$ cat src/hdl/lhdb_pkg.sv
// ----------------------------------------------------------------------------
// Latency histogram package
// Commands, queue item type and the fixed sizes of the histogram.
// ----------------------------------------------------------------------------
package lhdb_pkg;

    localparam int unsigned NUM_BUCKETS   = 4096;
    localparam int unsigned COUNT_WIDTH   = 32;
    localparam int unsigned NS_PER_BUCKET = 1000;

    localparam int unsigned BANK_SIZE = NUM_BUCKETS + 1;
    localparam int unsigned IDX_W     = 13;
    localparam int unsigned NS_W      = 48;
    localparam int unsigned MEM_DEPTH = 2 * BANK_SIZE;
    localparam int unsigned ADDR_W    = $clog2(MEM_DEPTH);

    // Latencies at or above NS_LIMIT land in the overflow bucket. Below it the
    // quotient is a multiply by a rounded-up reciprocal, exact over this range.
    localparam longint unsigned NS_LIMIT    = longint'(NUM_BUCKETS) * NS_PER_BUCKET;
    localparam int unsigned     NS_BITS     = $clog2(NS_LIMIT);
    localparam int unsigned     RECIP_SHIFT = 32;
    localparam longint unsigned RECIP =
        ((longint'(1) << RECIP_SHIFT) + NS_PER_BUCKET - 1) / NS_PER_BUCKET;
    localparam int unsigned     RECIP_BITS  = $clog2(RECIP + 1);

    typedef enum logic [1:0] {
        CMD_RECORD = 2'd0,
        CMD_FLIP   = 2'd1,
        CMD_READ   = 2'd2,
        CMD_NONE   = 2'd3
    } t_cmd;

    typedef struct packed {
        t_cmd             cmd;
        logic [IDX_W-1:0] idx;
    } t_item;

endpackage

$ cat src/hdl/lhdb_front.sv
// ----------------------------------------------------------------------------
// Latency histogram front end
// Accepts input beats and turns each into a command and a bucket index.
// ----------------------------------------------------------------------------
module lhdb_front (
    input  logic                                i_valid,
    output logic                                o_stall,
    input  logic [1:0]                          i_command,
    input  logic [lhdb_pkg::NS_W-1:0]           i_latency_ns,
    input  logic [lhdb_pkg::IDX_W-1:0]          i_read_index,
    input  logic                                i_q_full,
    input  logic                                i_init_busy,
    output logic                                o_push,
    output lhdb_pkg::t_item                     o_item
);
    import lhdb_pkg::*;

    localparam int unsigned PROD_W = NS_BITS + RECIP_BITS;

    logic [NS_BITS-1:0]    w_ns_low;
    logic [PROD_W-1:0]     w_prod;
    logic                  w_ovf;
    logic [IDX_W-1:0]      w_bucket;
    logic [IDX_W-1:0]      w_read_sat;
    t_cmd                  w_cmd;

    assign o_stall = i_q_full || i_init_busy;
    assign o_push  = i_valid && !o_stall;

    assign w_cmd    = t_cmd'(i_command);
    assign w_ovf    = i_latency_ns >= NS_W'(NS_LIMIT);
    assign w_ns_low = i_latency_ns[NS_BITS-1:0];
    assign w_prod   = {{RECIP_BITS{1'b0}}, w_ns_low} * {{NS_BITS{1'b0}}, RECIP_BITS'(RECIP)};
    assign w_bucket = w_ovf ? IDX_W'(NUM_BUCKETS) : w_prod[RECIP_SHIFT +: IDX_W];

    assign w_read_sat = (i_read_index > IDX_W'(NUM_BUCKETS)) ? IDX_W'(NUM_BUCKETS)
                                                              : i_read_index;

    always_comb begin
        o_item.cmd = w_cmd;
        unique case (w_cmd)
            CMD_RECORD: o_item.idx = w_bucket;
            CMD_READ:   o_item.idx = w_read_sat;
            CMD_FLIP,
            CMD_NONE:   o_item.idx = '0;
            default:    o_item.idx = '0;
        endcase
    end

endmodule

$ cat config.mk
export PLATFORM = sky130hd
export DESIGN_NAME = lhdb_front
export DESIGN_NICKNAME = d
export VERILOG_FILES = /design/src/hdl/lhdb_pkg.sv /design/src/hdl/lhdb_front.sv
export SDC_FILE = /design/constraint.sdc
export NUM_CORES = 1
export LEC_CHECK = 0
export ABC_AREA = 1
export ABC_CLOCK_PERIOD_IN_PS = 7000
export BUFFER_PORTS_ARGS = -buffer_cell sky130_fd_sc_hd__buf_4
export CELL_PAD_IN_SITES_DETAIL_PLACEMENT = 0
export CELL_PAD_IN_SITES_GLOBAL_PLACEMENT = 2
export CORE_MARGIN = 5
export CORE_UTILIZATION = 36
export DETAILED_ROUTE_END_ITERATION = 8
export PLACE_DENSITY_LB_ADDON = 0.25
export SLEW_MARGIN = 30
export SYNTH_ARGS = -nofsm -noshare
export SYNTH_HDL_FRONTEND = slang
export SYNTH_SLANG_ARGS = --single-unit
$ cat constraint.sdc
create_clock -name vclk -period 7
set_input_delay 0.35 -clock vclk [all_inputs]
set_output_delay 0.35 -clock vclk [all_outputs]
set_load 0.01 [all_outputs]
==> results.cfg, run 1 <==
[power]
power_density_nw_per_um2 = 431
peakVddDrop_mv = 0.226
p_leak_nw = 5.13

[worst_setup_path]
critPathCapture = o_item[0]
cpMaxStageDelayCell = fa_1
path_common_cell = inv_1
cp-start-kind = input pin
crit_arrival_ns = 5.36
crit_fanout = 6
crit_start = i_latency_ns[6]
crit_required_ns = 6.65
end_kind = primary output
cp_cell_sequence = buf_4 > inv_1 > ha_1 > ha_1 > inv_1 > fa_1 > fa_1 > inv_1 > fa_1 > fa_1 > inv_1 > fa_1 > inv_1 > ha_1 > nand2_1 > inv_1 > a21oi_1 > o21ai_0 > a21oi_1 > nand2_1 > nand2_1 > nand3_1 > nand2_1 > buf_4
critPathMaxStageDelay_ns = 0.54
path_class = in -> out

[synthesis]
ys.warnings.count = 0
synth_most_common_cell = inv_1
synth_common_cells = inv_1, nand2_1, ha_1, fa_1, nor2_1
synth_top_area_frac = 0.311
synthesis.area_um2 = 7560
avgSynthCellArea_um2 = 7.03
yosysUniqueCellTypes = 22
synth_area_leaders = ha_1, fa_1, inv_1
yosys.area.top_type = ha_1
ys_seq_area_frac = 0
syn_nets = 1426
netlist_instances = 1075

[timing]
setup_viol = 0
period_needed_ns = 5.71
report.final.slew_viol_count = 0
rsz0062_at_grt = no
hold_violations = 0
max-slew-margin-rel = 0.619
finalCritPeriodShare = 0.816
fin_setup_tns_ns = 0
tightest_slew_ns = 0.568
max_freq_mhz = 175
holdWs_ns = 0.905

[finish]
n_clock_buffer = 0
ff_latch_area_um2 = 0
nets = 1508
drive_gt1_frac = 0.0926
fillers = 2292
nFlopsAndLatches = 0
diodes = 0
syn2layout_area_growth_pct = 12.5

[clock_network]
cts_hold_buffers = 0
cts_resized = 0
post-cts-setup-buffers = 0

[global_route]
overflow = 0
grt_use_total = 0.196
grt_antenna_before_repair = 0
grt_max_degree = 12
grt_pass1_vias = 6761
grt_pass1_wl_mm = 36.9

[placement]
dpl.hpwl_mm = 21.2
gp_congestion = 0.886
io_buffers = 83

[detailed_routing]
drc = 0
drtIter0Drc = 276
viasPerCell = 4.56
vias = 6527
ant_nets = 0
avgRoutedWirePerCell_um = 16.0
wl_mm = 22.9
firstDrtPassIters = 5

[floorplan]
start_util = 0.363
die_area_um2 = 24000
core_area_um2 = 20800
num_io_pins = 83
rows = 53
fp.dieW_um = 155
fp.dieH_um = 155

[run]
max_cap_violations = 0

[min_path]
hold_path_class = in -> out

[status]
status = complete, no violations
## worst max-delay path, delay by kind of cell
family	cells	cell delay, ns
adder cells (fa/ha/maj)	8	3.26
buffers and inverters	8	0.69
AND/OR/NAND/NOR	5	0.48
AO/OA/AOI/OAI	3	0.57
## cells by family (layout without fill, tap and decap cells)
family | count (synthesis) | after routing | share of synthesized area
AND/OR/NAND/NOR | 428 | 428 | 0.239
adder cells (fa/ha/maj) | 285 | 285 | 0.568
AO/OA/AOI/OAI | 52 | 52 | 0.0376
buffers and inverters | 310 | 390 | 0.155
## layout make-up
type,count,area (um2),area share
well taps,275,344,0.0405
repair buffers,83,623,0.0733
multi-input cells,765,6380,0.751
inverters,307,1150,0.136
## layout by cell type (no fill, tap or decap), drive strengths merged
cell    netlist  layout
a21oi        33      33
nand4        11      11
buf           3      83
nor4          8       8
or2           1       1
a21o          1       1
nor2         94      94
fa           97      97
o21ai         9       9
inv         307     307
o21bai        7       7
nand2       263     263
nand3b        8       8
ha          188     188
a21boi        1       1
nor3         10      10
a31oi         1       1
nand3        33      33
## worst min-delay path by stage
stage	slack [ns]	from	end	cells past startpoint
after floorplan	0.79	i_valid	o_push	2
after global placement	0.90	i_command[1]	o_item[14]	2
after detailed placement	0.91	i_command[1]	o_item[14]	2
after CTS	0.91	i_command[1]	o_item[14]	2
after global routing	0.92	i_command[1]	o_item[14]	2
final	0.90	i_command[1]	o_item[14]	2
## power by group
part	switching (mW)	leakage, nW	internal, mW	total, mW
combinational	2.39	5.13	1.27	3.66
sequential	0	0	0	0
clock	0	0	0	0
total	2.39	5.13	1.27	3.66
## through the flow
step | utilization | cell area (um2) | power, mW | instances | worst slack, ns
global placement | 0.408 | 8500 | 3.73 | 1430 | 1.29
floorplan | - | 7560 | 2.67 | 1075 | 1.91
finish | 0.408 | 8500 | 3.66 | 1430 | 1.29
CTS | 0.408 | 8500 | 3.74 | 1430 | 1.22
global route | 0.408 | 8500 | 4.28 | 1430 | 0.810
detailed placement | 0.408 | 8500 | 3.71 | 1430 | 1.23
## per-layer routing
metal,global-route usage,wire length [um],vias to the layer above
met5,0,0,-
met4,0.00925,105,0
met2,0.341,10800,116
met3,0.0150,855,4
li1,-,-,3410
met1,0.281,11200,2997
Power figures use the tool's default switching activity.
==> run 2: changes to the inputs <==
--- a/config.mk
+++ b/config.mk
@@ -6,7 +6,7 @@
 export NUM_CORES = 1
 export LEC_CHECK = 0
 export ABC_AREA = 1
-export ABC_CLOCK_PERIOD_IN_PS = 7000
+export ABC_CLOCK_PERIOD_IN_PS = 6000
 export BUFFER_PORTS_ARGS = -buffer_cell sky130_fd_sc_hd__buf_4
 export CELL_PAD_IN_SITES_DETAIL_PLACEMENT = 0
 export CELL_PAD_IN_SITES_GLOBAL_PLACEMENT = 2
==> constraint.sdc (replaced) <==
create_clock -name vclk -period 6
set_input_delay 0.3 -clock vclk [all_inputs]
set_output_delay 0.3 -clock vclk [all_outputs]
set_load 0.01 [all_outputs]
==> results.cfg, run 2 (synthesis gave the netlist of run 1 again) <==
[floorplan]
start_util = 0.363
core_area_um2 = 20800
fp.dieH_um = 155
die_area_um2 = 24000
rows = 53
fp.dieW_um = 155
num_io_pins = 83

[placement]
post_dp_cell_area_um2 = 8500
io_buffers = 83
gp_congestion = 0.885
dpl.hpwl_mm = 21.2

[finish]
nets = 1508
layout_commonest_cell = inv_1
final_cell_mix = inv_1, nand2_1, ha_1
design_area_um2 = 8510
syn2layout_area_growth_pct = 12.6
nFlopsAndLatches = 0
diodes = 0
fillers = 2316
drive_gt1_frac = 0.0944
ff_latch_area_um2 = 0
n_clock_buffer = 0

[detailed_routing]
drc = 0
wl_mm = 22.9
avgRoutedWirePerCell_um = 16.0
drtIter0Drc = 278
ant_nets = 0
firstDrtPassIters = 7
vias = 6492
viasPerCell = 4.54

[clock_network]
post-cts-setup-buffers = 0

[global_route]
use_met2 = 0.332
grt_use_met3 = 0.0111
grt_max_degree = 12
overflow = 0
use_met1 = 0.282
grt_pass1_wl_mm = 36.9
grt_use_total = 0.196
busiest_layer = met2
grt_antenna_before_repair = 0
grt_pass1_vias = 6849

[timing]
setup_viol = 0
rsz0062_at_grt = no
hold_violations = 0
finalCritPeriodShare = 0.938
max_freq_mhz = 178
report.final.slew_viol_count = 0
fin_setup_tns_ns = 0
tightest_slew_ns = 0.592
period_needed_ns = 5.63
max-slew-margin-rel = 0.603

[min_path]
whs_endpoint = o_item[14]
hold_path_class = in -> out
hold_depth = 2
hp-start = i_command[1]

[worst_setup_path]
cp_cell_sequence = buf_4 > inv_1 > ha_1 > ha_1 > inv_1 > fa_1 > fa_1 > inv_1 > fa_1 > fa_1 > inv_1 > fa_1 > inv_1 > ha_1 > nand2_1 > inv_1 > nand2_1 > nor4_2 > o21ai_1 > nand2_1 > nand2_1 > nand3_1 > nand2_1 > buf_4
crit_cells = 24
crit_required_ns = 5.70
crit_family = adder cells
critPathMaxStageDelay_ns = 0.55
crit_arrival_ns = 5.33
cpMaxStageDelayCell = fa_1
path_class = in -> out
crit_fanout = 6
end_kind = primary output
cp-start-kind = input pin
path_common_cell = inv_1
worst-path-buf-inv = 8

[power]
p_leak_nw = 5.13
power_density_nw_per_um2 = 505
peakVddDrop_mv = 0.271

[run]
max_cap_violations = 0

[status]
status = complete, no violations
-- run 2: cell counts in the layout (fill, tap and decap cells not counted) --
Identical to the previous run, type by type.
-- run 2: report_power, final --
group | switching (mW) | internal [mW] | leakage (nW) | total [mW]
Combinational | 2.81 | 1.49 | 5.13 | 4.30
Clock | 0 | 0 | 0 | 0
Sequential | 0 | 0 | 0 | 0
-- run 2: stage by stage --
| stage | setup WS, ns | hold WS (ns) | total power [mW] | std cells | utilization |
|---|---|---|---|---|---|
| final | 0.370 | 0.804 | 4.30 | 1430 | 0.409 |
| after global routing | 0.0211 | 0.816 | 5.02 | 1430 | 0.409 |
| after CTS | 0.338 | 0.806 | 4.36 | 1430 | 0.408 |
| after detailed placement | 0.348 | 0.805 | 4.32 | 1430 | 0.408 |
| after global placement | 0.387 | 0.798 | 4.35 | 1430 | 0.408 |
| after floorplan | 1.01 | 0.687 | 3.11 | 1075 | - |
-- run 2: layer usage --
metal | wire, um | up-vias
li1 | - | 3411
met1 | 11200 | 2956
met2 | 10500 | 109
met3 | 749 | 16
met4 | 451 | 0
met5 | 0 | -
-- run 2: worst max path at each step --
stage,startpoint,endpoint,slack (ns)
floorplan,i_latency_ns[6],o_item[0],1.01
global placement,i_latency_ns[6],o_item[0],0.39
detailed placement,i_latency_ns[6],o_item[0],0.35
CTS,i_latency_ns[6],o_item[0],0.34
global route,i_latency_ns[6],o_item[0],0.02
finish,i_latency_ns[6],o_item[0],0.37
-- run 2: final cells by class --
class / count / area, um2 / share of cell area
multi-input cells: 765 / 6390 / 0.751
well taps: 275 / 344 / 0.0404
inverters: 307 / 1150 / 0.135
repair buffers: 83 / 623 / 0.0732
-- run 2: what timing repair did --
action                                  CTS  global route
resized for setup                         0             2
endpoints found under the setup margin    0             2
hold buffers                              0             0
