File: src/hdl/lhdb_pkg.sv
// ----------------------------------------------------------------------------
// Latency histogram package
// Commands, queue item type and the fixed sizes of the histogram.
// ----------------------------------------------------------------------------
package lhdb_pkg;

    localparam int unsigned NUM_BUCKETS   = 4096;
    localparam int unsigned COUNT_WIDTH   = 32;
    localparam int unsigned NS_PER_BUCKET = 1000;

    localparam int unsigned BANK_SIZE = NUM_BUCKETS + 1;
    localparam int unsigned IDX_W     = 13;
    localparam int unsigned NS_W      = 48;
    localparam int unsigned MEM_DEPTH = 2 * BANK_SIZE;
    localparam int unsigned ADDR_W    = $clog2(MEM_DEPTH);

    // Latencies at or above NS_LIMIT land in the overflow bucket. Below it the
    // quotient is a multiply by a rounded-up reciprocal, exact over this range.
    localparam longint unsigned NS_LIMIT    = longint'(NUM_BUCKETS) * NS_PER_BUCKET;
    localparam int unsigned     NS_BITS     = $clog2(NS_LIMIT);
    localparam int unsigned     RECIP_SHIFT = 32;
    localparam longint unsigned RECIP =
        ((longint'(1) << RECIP_SHIFT) + NS_PER_BUCKET - 1) / NS_PER_BUCKET;
    localparam int unsigned     RECIP_BITS  = $clog2(RECIP + 1);

    typedef enum logic [1:0] {
        CMD_RECORD = 2'd0,
        CMD_FLIP   = 2'd1,
        CMD_READ   = 2'd2,
        CMD_NONE   = 2'd3
    } t_cmd;

    typedef struct packed {
        t_cmd             cmd;
        logic [IDX_W-1:0] idx;
    } t_item;

endpackage

File: src/hdl/lhdb_queue.sv
// ----------------------------------------------------------------------------
// Latency histogram command queue
// Small FIFO of decoded commands between the front end and the back end.
// ----------------------------------------------------------------------------
module lhdb_queue #(
    parameter int DEPTH = 4
) (
    input  logic              i_clk,
    input  logic              i_rst_n,
    input  logic              i_push,
    input  lhdb_pkg::t_item   i_item,
    output logic              o_full,
    input  logic              i_pop,
    output lhdb_pkg::t_item   o_head,
    output logic              o_not_empty
);
    import lhdb_pkg::*;

    localparam int PTR_W = (DEPTH > 1) ? $clog2(DEPTH) : 1;
    localparam int CNT_W = $clog2(DEPTH + 1);

    t_item              r_slot [DEPTH];
    logic [PTR_W-1:0]   r_wr_ptr, n_wr_ptr;
    logic [PTR_W-1:0]   r_rd_ptr, n_rd_ptr;
    logic [CNT_W-1:0]   r_count, n_count;

    assign o_full      = r_count == CNT_W'(DEPTH);
    assign o_not_empty = r_count != '0;
    assign o_head      = r_slot[r_rd_ptr];

    always_comb begin
        n_wr_ptr = r_wr_ptr;
        n_rd_ptr = r_rd_ptr;
        if (i_push) begin
            n_wr_ptr = (r_wr_ptr == PTR_W'(DEPTH - 1)) ? '0 : r_wr_ptr + 1'b1;
        end
        if (i_pop) begin
            n_rd_ptr = (r_rd_ptr == PTR_W'(DEPTH - 1)) ? '0 : r_rd_ptr + 1'b1;
        end
        n_count = r_count + CNT_W'(i_push) - CNT_W'(i_pop);
    end

    always_ff @(posedge i_clk) begin
        if (!i_rst_n) begin
            r_wr_ptr <= '0;
            r_rd_ptr <= '0;
            r_count  <= '0;
        end else begin
            r_wr_ptr <= n_wr_ptr;
            r_rd_ptr <= n_rd_ptr;
            r_count  <= n_count;
        end
    end

    always_ff @(posedge i_clk) begin
        if (i_push) begin
            r_slot[r_wr_ptr] <= i_item;
        end
    end

endmodule

File: config.mk
export PLATFORM = sky130hd
export DESIGN_NAME = lhdb_queue
export DESIGN_NICKNAME = d
export VERILOG_FILES = /design/src/hdl/lhdb_pkg.sv /design/src/hdl/lhdb_queue.sv
export SDC_FILE = /design/constraint.sdc
export NUM_CORES = 1
export LEC_CHECK = 0
export BUFFER_PORTS_ARGS = -buffer_cell sky130_fd_sc_hd__buf_2
export CAP_MARGIN = 20
export CORE_ASPECT_RATIO = 0.75
export CORE_UTILIZATION = 38
export CTS_CLUSTER_DIAMETER = 200
export DETAILED_ROUTE_END_ITERATION = 7
export PLACE_DENSITY = 0.67
export SETUP_SLACK_MARGIN = 0.2
export SLEW_MARGIN = 20
export SYNTH_ARGS = -nofsm -noshare
export SYNTH_HDL_FRONTEND = slang
export SYNTH_SLANG_ARGS = --single-unit
File: constraint.sdc
create_clock -name i_clk -period 2 [get_ports i_clk]
set_clock_uncertainty 0.1 [all_clocks]
set_input_delay 0.5 -clock i_clk [delete_from_list [all_inputs] [get_ports i_clk]]
set_output_delay 0.5 -clock i_clk [all_outputs]
set_load 0.01 [all_outputs]
==> flow_metrics.py, run 1 <==
metrics = {
    "global_routing": {
        "grt_antenna_before_repair": 0,
        "grt_overflow": 0,
        "grt_start_max_net_pins": 16,
        "grt_usage_pct": 13.9,
        "grt_pass1_wl_um": 6960,
        "grt_pass1_vias": 1386,
    },
    "die": {
        "pin_count": 36,
        "die_h_um": 74.4,
        "core_mm2": 0.00651,
        "dieArea_mm2": 0.00733,
        "die_x_um": 98.5,
        "num_rows": 25,
        "initial_core_util_pct": 40.8,
    },
    "worst_setup_path": {
        "path_cells": "buf_12 > mux4_2 > buf_6",
        "slowest_delay_ns": 0.53,
        "end_kind": "primary output",
        "cpLargestDelayFamily": "multiplexers",
        "start_kind": "register",
        "arrival_ns": 1.58,
        "slowest_stage": "mux4_2",
        "crit_type": "register to primary output",
        "required_ns": 1.40,
        "crit_buf_inv": 2,
        "cp_max_fo": 8,
    },
    "timing": {
        "fmax_ghz": 0.459,
        "fin_ws_ns": -0.179,
        "max_slew_margin_pct": 81.6,
        "final-hold-violation-count": 0,
        "finalCritPeriodShare_pct": 109,
        "tightest_slew_ns": 0.276,
        "tns_ns": -2.25,
        "slew_violations": 0,
        "rsz0062_at_grt": "yes",
        "setup_viol": 15,
        "timing.hold.ws_ns": 0.272,
        "min_period_ns": 2.18,
    },
    "yosys": {
        "syn_inst": 122,
        "yosysTopAreaCellShare_pct": 67.9,
        "yosys-top-cells-area": "edfxtp_1, mux4_2, dfxtp_1",
        "synth.cell_area_mm2": 0.00265,
        "synth_top_area_cell": "edfxtp_1",
        "ys_ff_latch": 69,
        "ys_types": 19,
        "ys_warn_count": 0,
        "seq_area_frac_synth_pct": 74.7,
        "syn_avg_cell_area_um2": 21.8,
        "mappedNetlistNets": 149,
    },
    "clock_network": {
        "cts_setup_buffers": 0,
        "clk_pin_slew_ns": 0.08,
        "cts_max_level": 3,
        "numCtsBuffers": 9,
        "cts_sinks": 69,
        "cts_root_buffer": "clkbuf_8",
        "cts_buffer_depth": 2,
        "ctsHoldBuffers": 0,
        "cts_tree": "yes",
        "insertion_delay_ns": 0.34,
    },
    "detailed_routing": {
        "vias_per_cell": 4.92,
        "drc_errors": 2,
        "wl_per_cell_um": 17.5,
        "drtIter0Drc": 70,
        "finalWirelength_um": 4570,
        "drt_pre_antenna_iters": 6,
        "vias": 1284,
        "ant_nets": 0,
    },
    "power": {
        "powerDensity_mw_per_mm2": 981,
        "switching_share_pct": 23.3,
        "p_leak_nw": 1.19,
        "p_total_mw": 3.20,
        "combinationalPowerShare_pct": 13.2,
        "pwr-share-clk_pct": 34.5,
        "switchingPower_mw": 0.746,
        "p_seq_share_pct": 52.3,
        "p_int_mw": 2.46,
        "vdd_ir_drop_max_mv": 0.406,
    },
    "final_layout": {
        "final_common_cell": "edfxtp_1",
        "fin_util_pct": 50.2,
        "antenna_cells": 0,
        "drive_above_1_share_pct": 45.6,
        "final_cell_mix": "edfxtp_1, buf_2, mux4_2, buf_6, clkbuf_8",
        "nets": 202,
        "areaGrowthSynthToFinish_pct": 23.1,
        "fin_area_mm2": 0.00327,
    },
    "placement": {
        "dp_hpwl_um": 3020,
        "portBuffers": 35,
        "place_area_mm2": 0.00298,
        "gp_congestion": 0.794,
    },
    "hold_path": {
        "holdCritPathClass": "input pin to register",
    },
    "run": {
        "drv_cap": 0,
    },
    "status": {
        "violations": "design-rule violations, negative setup slack",
        "outcome": "finished with violations",
    },
}
[metal layers]
| layer | vias to the layer above | part of all wire, % | global-route usage (%) |
|---|---|---|---|
| li1 | 592 | - | - |
| met1 | 658 | 43 | 15.7 |
| met4 | 0 | 2.1 | 9.95 |
| met3 | 8 | 4.1 | 4.14 |
| met5 | - | 0 | 0 |
| met2 | 26 | 51 | 23.5 |
[final cells by class]
type                            count  area (um2)
Tap cell                           81         101
Fill cell                         531        3240
Clock inverter                      7        73.8
Multi-Input combinational cell     43         596
Clock buffer                        9         124
Timing Repair Buffer               45         358
Inverter                            7        26.3
Sequential cell                    69        1990
[Yosys cell counts]
library cell   n
buf_12         1
mux4_1         5
a21oi_1        2
or3b_2         2
buf_2          1
mux2i_1        2
mux4_2        10
buf_6          1
and2_1         6
nand2b_1       2
edfxtp_1      60
dfxtp_1        9
fa_1           1
nor2_1         3
and3_1         1
or3_1          1
inv_1          7
xor3_1         1
ha_1           7
[cell families (layout without fill, tap and decap cells)]
| group | count (synthesis) | after routing | share of synthesized area [%] |
|---|---|---|---|
| AOI/OAI and AO/OA | 2 | 2 | 0.377 |
| xor gates and xnor gates | 1 | 1 | 0.896 |
| adders and majority gates | 8 | 8 | 4.05 |
| buffers and inverters | 10 | 68 | 2.36 |
| DFF | 69 | 69 | 74.7 |
| muxes | 17 | 17 | 14.2 |
| and+or+nand+nor | 15 | 15 | 3.44 |
[power by group through the flow]
stage | Sequential (mW) | Clock, mW | Combinational, mW
3_5_place_dp | 1.70 | 0 | 0.373
4_1_cts | 1.67 | 1.12 | 0.407
5_1_grt | 1.68 | 1.18 | 0.451
6_report | 1.67 | 1.10 | 0.423
3_3_place_gp | 1.70 | 0 | 0.345
2_1_floorplan | 1.69 | 0 | 0.230
[flip-flops by register name, summed over array words and instances (netlist names), named ones only]
| name | cells |
|---|---|
| r_slot | 60 |
| r_count | 3 |
| r_rd_ptr | 2 |
| r_wr_ptr | 2 |
[per-stage QoR]
| step | setup slack [ns] | std cells |
|---|---|---|
| after detailed placement | 0.00621 | 244 |
| after floorplan | 0.234 | 122 |
| after global routing | -0.235 | 261 |
| after CTS | -0.197 | 261 |
| final | -0.179 | 261 |
| after global placement | 0.0881 | 244 |
[final timing paths]
kind | slack (ns) | to | startpoint | cells after the start
worst max-delay path | -0.18 | o_head[1] | register | 3
worst min-delay path | 0.27 | r_slot[2][12] | i_item[12] | 1
worst max register to register | 0.28 | r_count[1] | r_count[0] | 6
worst min register to register | 0.43 | register | r_rd_ptr[0] | 2
[timing repair]
action | CTS | global route
cloned | 1 | 0
endpoints found under the setup margin | 15 | 16
hold endpoints to repair | 0 | 0
gates resized for setup | 14 | 7
pin swaps | 0 | 1
(Power assumes the default switching activity.)
==> run 2, diff against run 1 <==
--- a/config.mk
+++ b/config.mk
@@ -5,13 +5,16 @@
 export SDC_FILE = /design/constraint.sdc
 export NUM_CORES = 1
 export LEC_CHECK = 0
+export ABC_AREA = 1
 export BUFFER_PORTS_ARGS = -buffer_cell sky130_fd_sc_hd__buf_2
 export CAP_MARGIN = 20
+export CELL_PAD_IN_SITES_DETAIL_PLACEMENT = 0
+export CELL_PAD_IN_SITES_GLOBAL_PLACEMENT = 1
 export CORE_ASPECT_RATIO = 0.75
 export CORE_UTILIZATION = 38
 export CTS_CLUSTER_DIAMETER = 200
 export DETAILED_ROUTE_END_ITERATION = 7
-export PLACE_DENSITY = 0.67
+export PLACE_DENSITY = 0.77
 export SETUP_SLACK_MARGIN = 0.2
 export SLEW_MARGIN = 20
 export SYNTH_ARGS = -nofsm -noshare
==> flow_metrics.py, run 2 <==
metrics = {
    "final_layout": {
        "areaGrowthSynthToFinish_pct": 18.3,
        "final_cell_mix": "edfxtp_1, inv_1, nand2_1, buf_2",
        "top_regs": "r_slot x60, r_count x3",
        "drive_above_1_share_pct": 27.5,
        "top_register": "r_slot",
        "antenna_cells": 0,
        "fin_area_mm2": 0.00344,
        "largest_reg_flops": 60,
        "final_common_cell": "edfxtp_1",
        "nets": 310,
    },
    "worst_setup_path": {
        "start_kind": "register",
        "crit_type": "register to primary output",
        "path_cells": "clkbuf_16 > o211ai_1 > nand2_1 > buf_2",
        "arrival_ns": 1.33,
        "slowest_delay_ns": 0.39,
        "end_kind": "primary output",
        "slowest_stage": "dfxtp_4",
        "cp_max_fo": 16,
        "r2r-start": "r_count[0]",
        "required_ns": 1.40,
    },
    "yosys": {
        "ys_types": 19,
        "yosysMostFrequentCell": "edfxtp_1",
        "seq_area_frac_synth_pct": 68.2,
        "yosys-top-cells-area": "edfxtp_1, dfxtp_1, inv_1",
        "synth.cell_area_mm2": 0.00291,
        "ys_warn_count": 0,
        "synth_ff_type": "edfxtp_1",
        "synth-edff-count": 60,
        "mappedNetlistNets": 261,
        "syn_inst": 234,
        "yosysTopAreaCellShare_pct": 62.0,
        "ys_ff_latch": 69,
        "syn_avg_cell_area_um2": 12.4,
        "synth_top_area_cell": "edfxtp_1",
        "ys_async_sr_fraction_pct": 0,
        "ys_top_cells_by_count": "edfxtp_1, inv_1, nand2_1",
    },
    "placement": {
        "place_ws_ns": 0.118,
        "portBuffers": 35,
        "dp_hpwl_um": 3130,
        "gp_congestion": 0.743,
        "place_area_mm2": 0.00321,
    },
    "hold_path": {
        "holdCritPathClass": "input pin to register",
        "hp-start": "i_item[1]",
    },
    "clock_network": {
        "numCtsBuffers": 9,
        "cts_root_buffer": "clkbuf_8",
        "insertion_delay_ns": 0.33,
        "cts_setup_buffers": 0,
        "clk_pin_slew_ns": 0.07,
        "cts_sinks": 69,
        "cts_buffer_depth": 2,
        "cts_max_level": 3,
        "cts_tree": "yes",
    },
    "die": {
        "initial_core_util_pct": 39.4,
        "core_mm2": 0.00736,
        "die_x_um": 103,
        "pin_count": 36,
        "num_rows": 27,
        "dieArea_mm2": 0.00800,
        "die_h_um": 77.7,
    },
    "power": {
        "p_leak_nw": 1.42,
        "powerDensity_mw_per_mm2": 884,
        "vdd_ir_drop_max_mv": 0.468,
    },
    "global_routing": {
        "grt_overflow": 0,
        "grt_antenna_before_repair": 0,
        "grt_start_max_net_pins": 33,
        "grt_pass1_wl_um": 7910,
        "grt_usage_pct": 13.7,
        "grt_pass1_vias": 1661,
    },
    "detailed_routing": {
        "drtIter0Drc": 78,
        "wl_per_cell_um": 12.7,
        "drc_errors": 0,
        "drt_pre_antenna_iters": 4,
        "ant_nets": 0,
        "finalWirelength_um": 4940,
        "vias": 1714,
        "vias_per_cell": 4.42,
    },
    "timing": {
        "tightest_slew_ns": 0.234,
        "min_period_ns": 1.93,
        "finalCritPeriodShare_pct": 96.6,
        "fmax_ghz": 0.518,
        "max_slew_margin_pct": 84.4,
        "setup_viol": 0,
        "fin_ws_ns": 0.0681,
        "final-hold-violation-count": 0,
        "rsz0062_at_grt": "yes",
        "slew_violations": 0,
    },
    "status": {
        "outcome": "finished, final reports clean",
    },
    "run": {
        "drv_cap": 0,
    },
}
## run 2: final timing paths
| path | slack [ns] | end | cells after the start |
|---|---|---|---|
| setup / recovery | 0.07 | o_head[7] | 4 |
| hold / removal | 0.27 | r_slot[2][1] | 1 |
| setup reg to reg | 0.37 | r_count[2] | 7 |
| hold reg to reg | 0.42 | register | 2 |
## run 2: metrics by stage
stage / util, % / instances / power [mW] / hold slack [ns] / setup TNS, ns
final: 46.7 / 388 / 3.04 / 0.274 / 0
after CTS: 45.8 / 386 / 3.06 / 0.254 / 0
after global placement: 43.5 / 371 / 2.13 / 0.407 / 0
after global routing: 46.7 / 388 / 3.21 / 0.261 / -0.0462
after detailed placement: 43.5 / 371 / 2.14 / 0.403 / 0
after floorplan: - / 234 / 1.99 / 0.371 / 0
## run 2: cells by family (layout without fill, tap and decap cells)
| group | after synthesis | count (layout) | share of synthesized area (%) |
|---|---|---|---|
| simple gates | 51 | 51 | 6.72 |
| fa+ha+maj | 8 | 8 | 3.70 |
| compound gates | 49 | 49 | 11.7 |
| buf+inv | 56 | 109 | 9.39 |
| xor+xnor | 1 | 1 | 0.302 |
| flops | 69 | 69 | 68.2 |
## run 2: per-layer routing
metal	vias to the layer above	share of wire [%]	GRT usage [%]
met5	-	0	0
met4	0	1.4	6.34
met3	8	4.6	5.32
met2	36	49	22.3
met1	790	45	15.9
li1	880	-	-
## run 2: worst max-delay path: cells and delay by family (launching register included)
family	cells	cell delay, ns
flip-flops	1	0.39
buffers and inverters	2	0.34
AO/OA/AOI/OAI	1	0.17
AND/OR/NAND/NOR	1	0.09
## run 2: power breakdown
| group | switching (mW) | internal, mW | total, mW |
|---|---|---|---|
| sequential | 0.0321 | 1.65 | 1.68 |
| combinational | 0.259 | 0.188 | 0.448 |
| clock | 0.475 | 0.433 | 0.909 |
## run 2: cell type report
class | count | area (um2)
fillers | 709 | 3930
flip-flops and latches | 69 | 1990
multi-input cells | 109 | 653
repair buffers | 49 | 347
inverters | 45 | 169
clock buffers | 10 | 128
well taps | 101 | 126
clock inverters | 5 | 28.8
## run 2: repair_timing
item,in CTS,in global routing
hold buffers,0,0
setup endpoints to repair,15,15
pin swaps,0,9
gates cloned,0,2
gates resized for setup,3,3
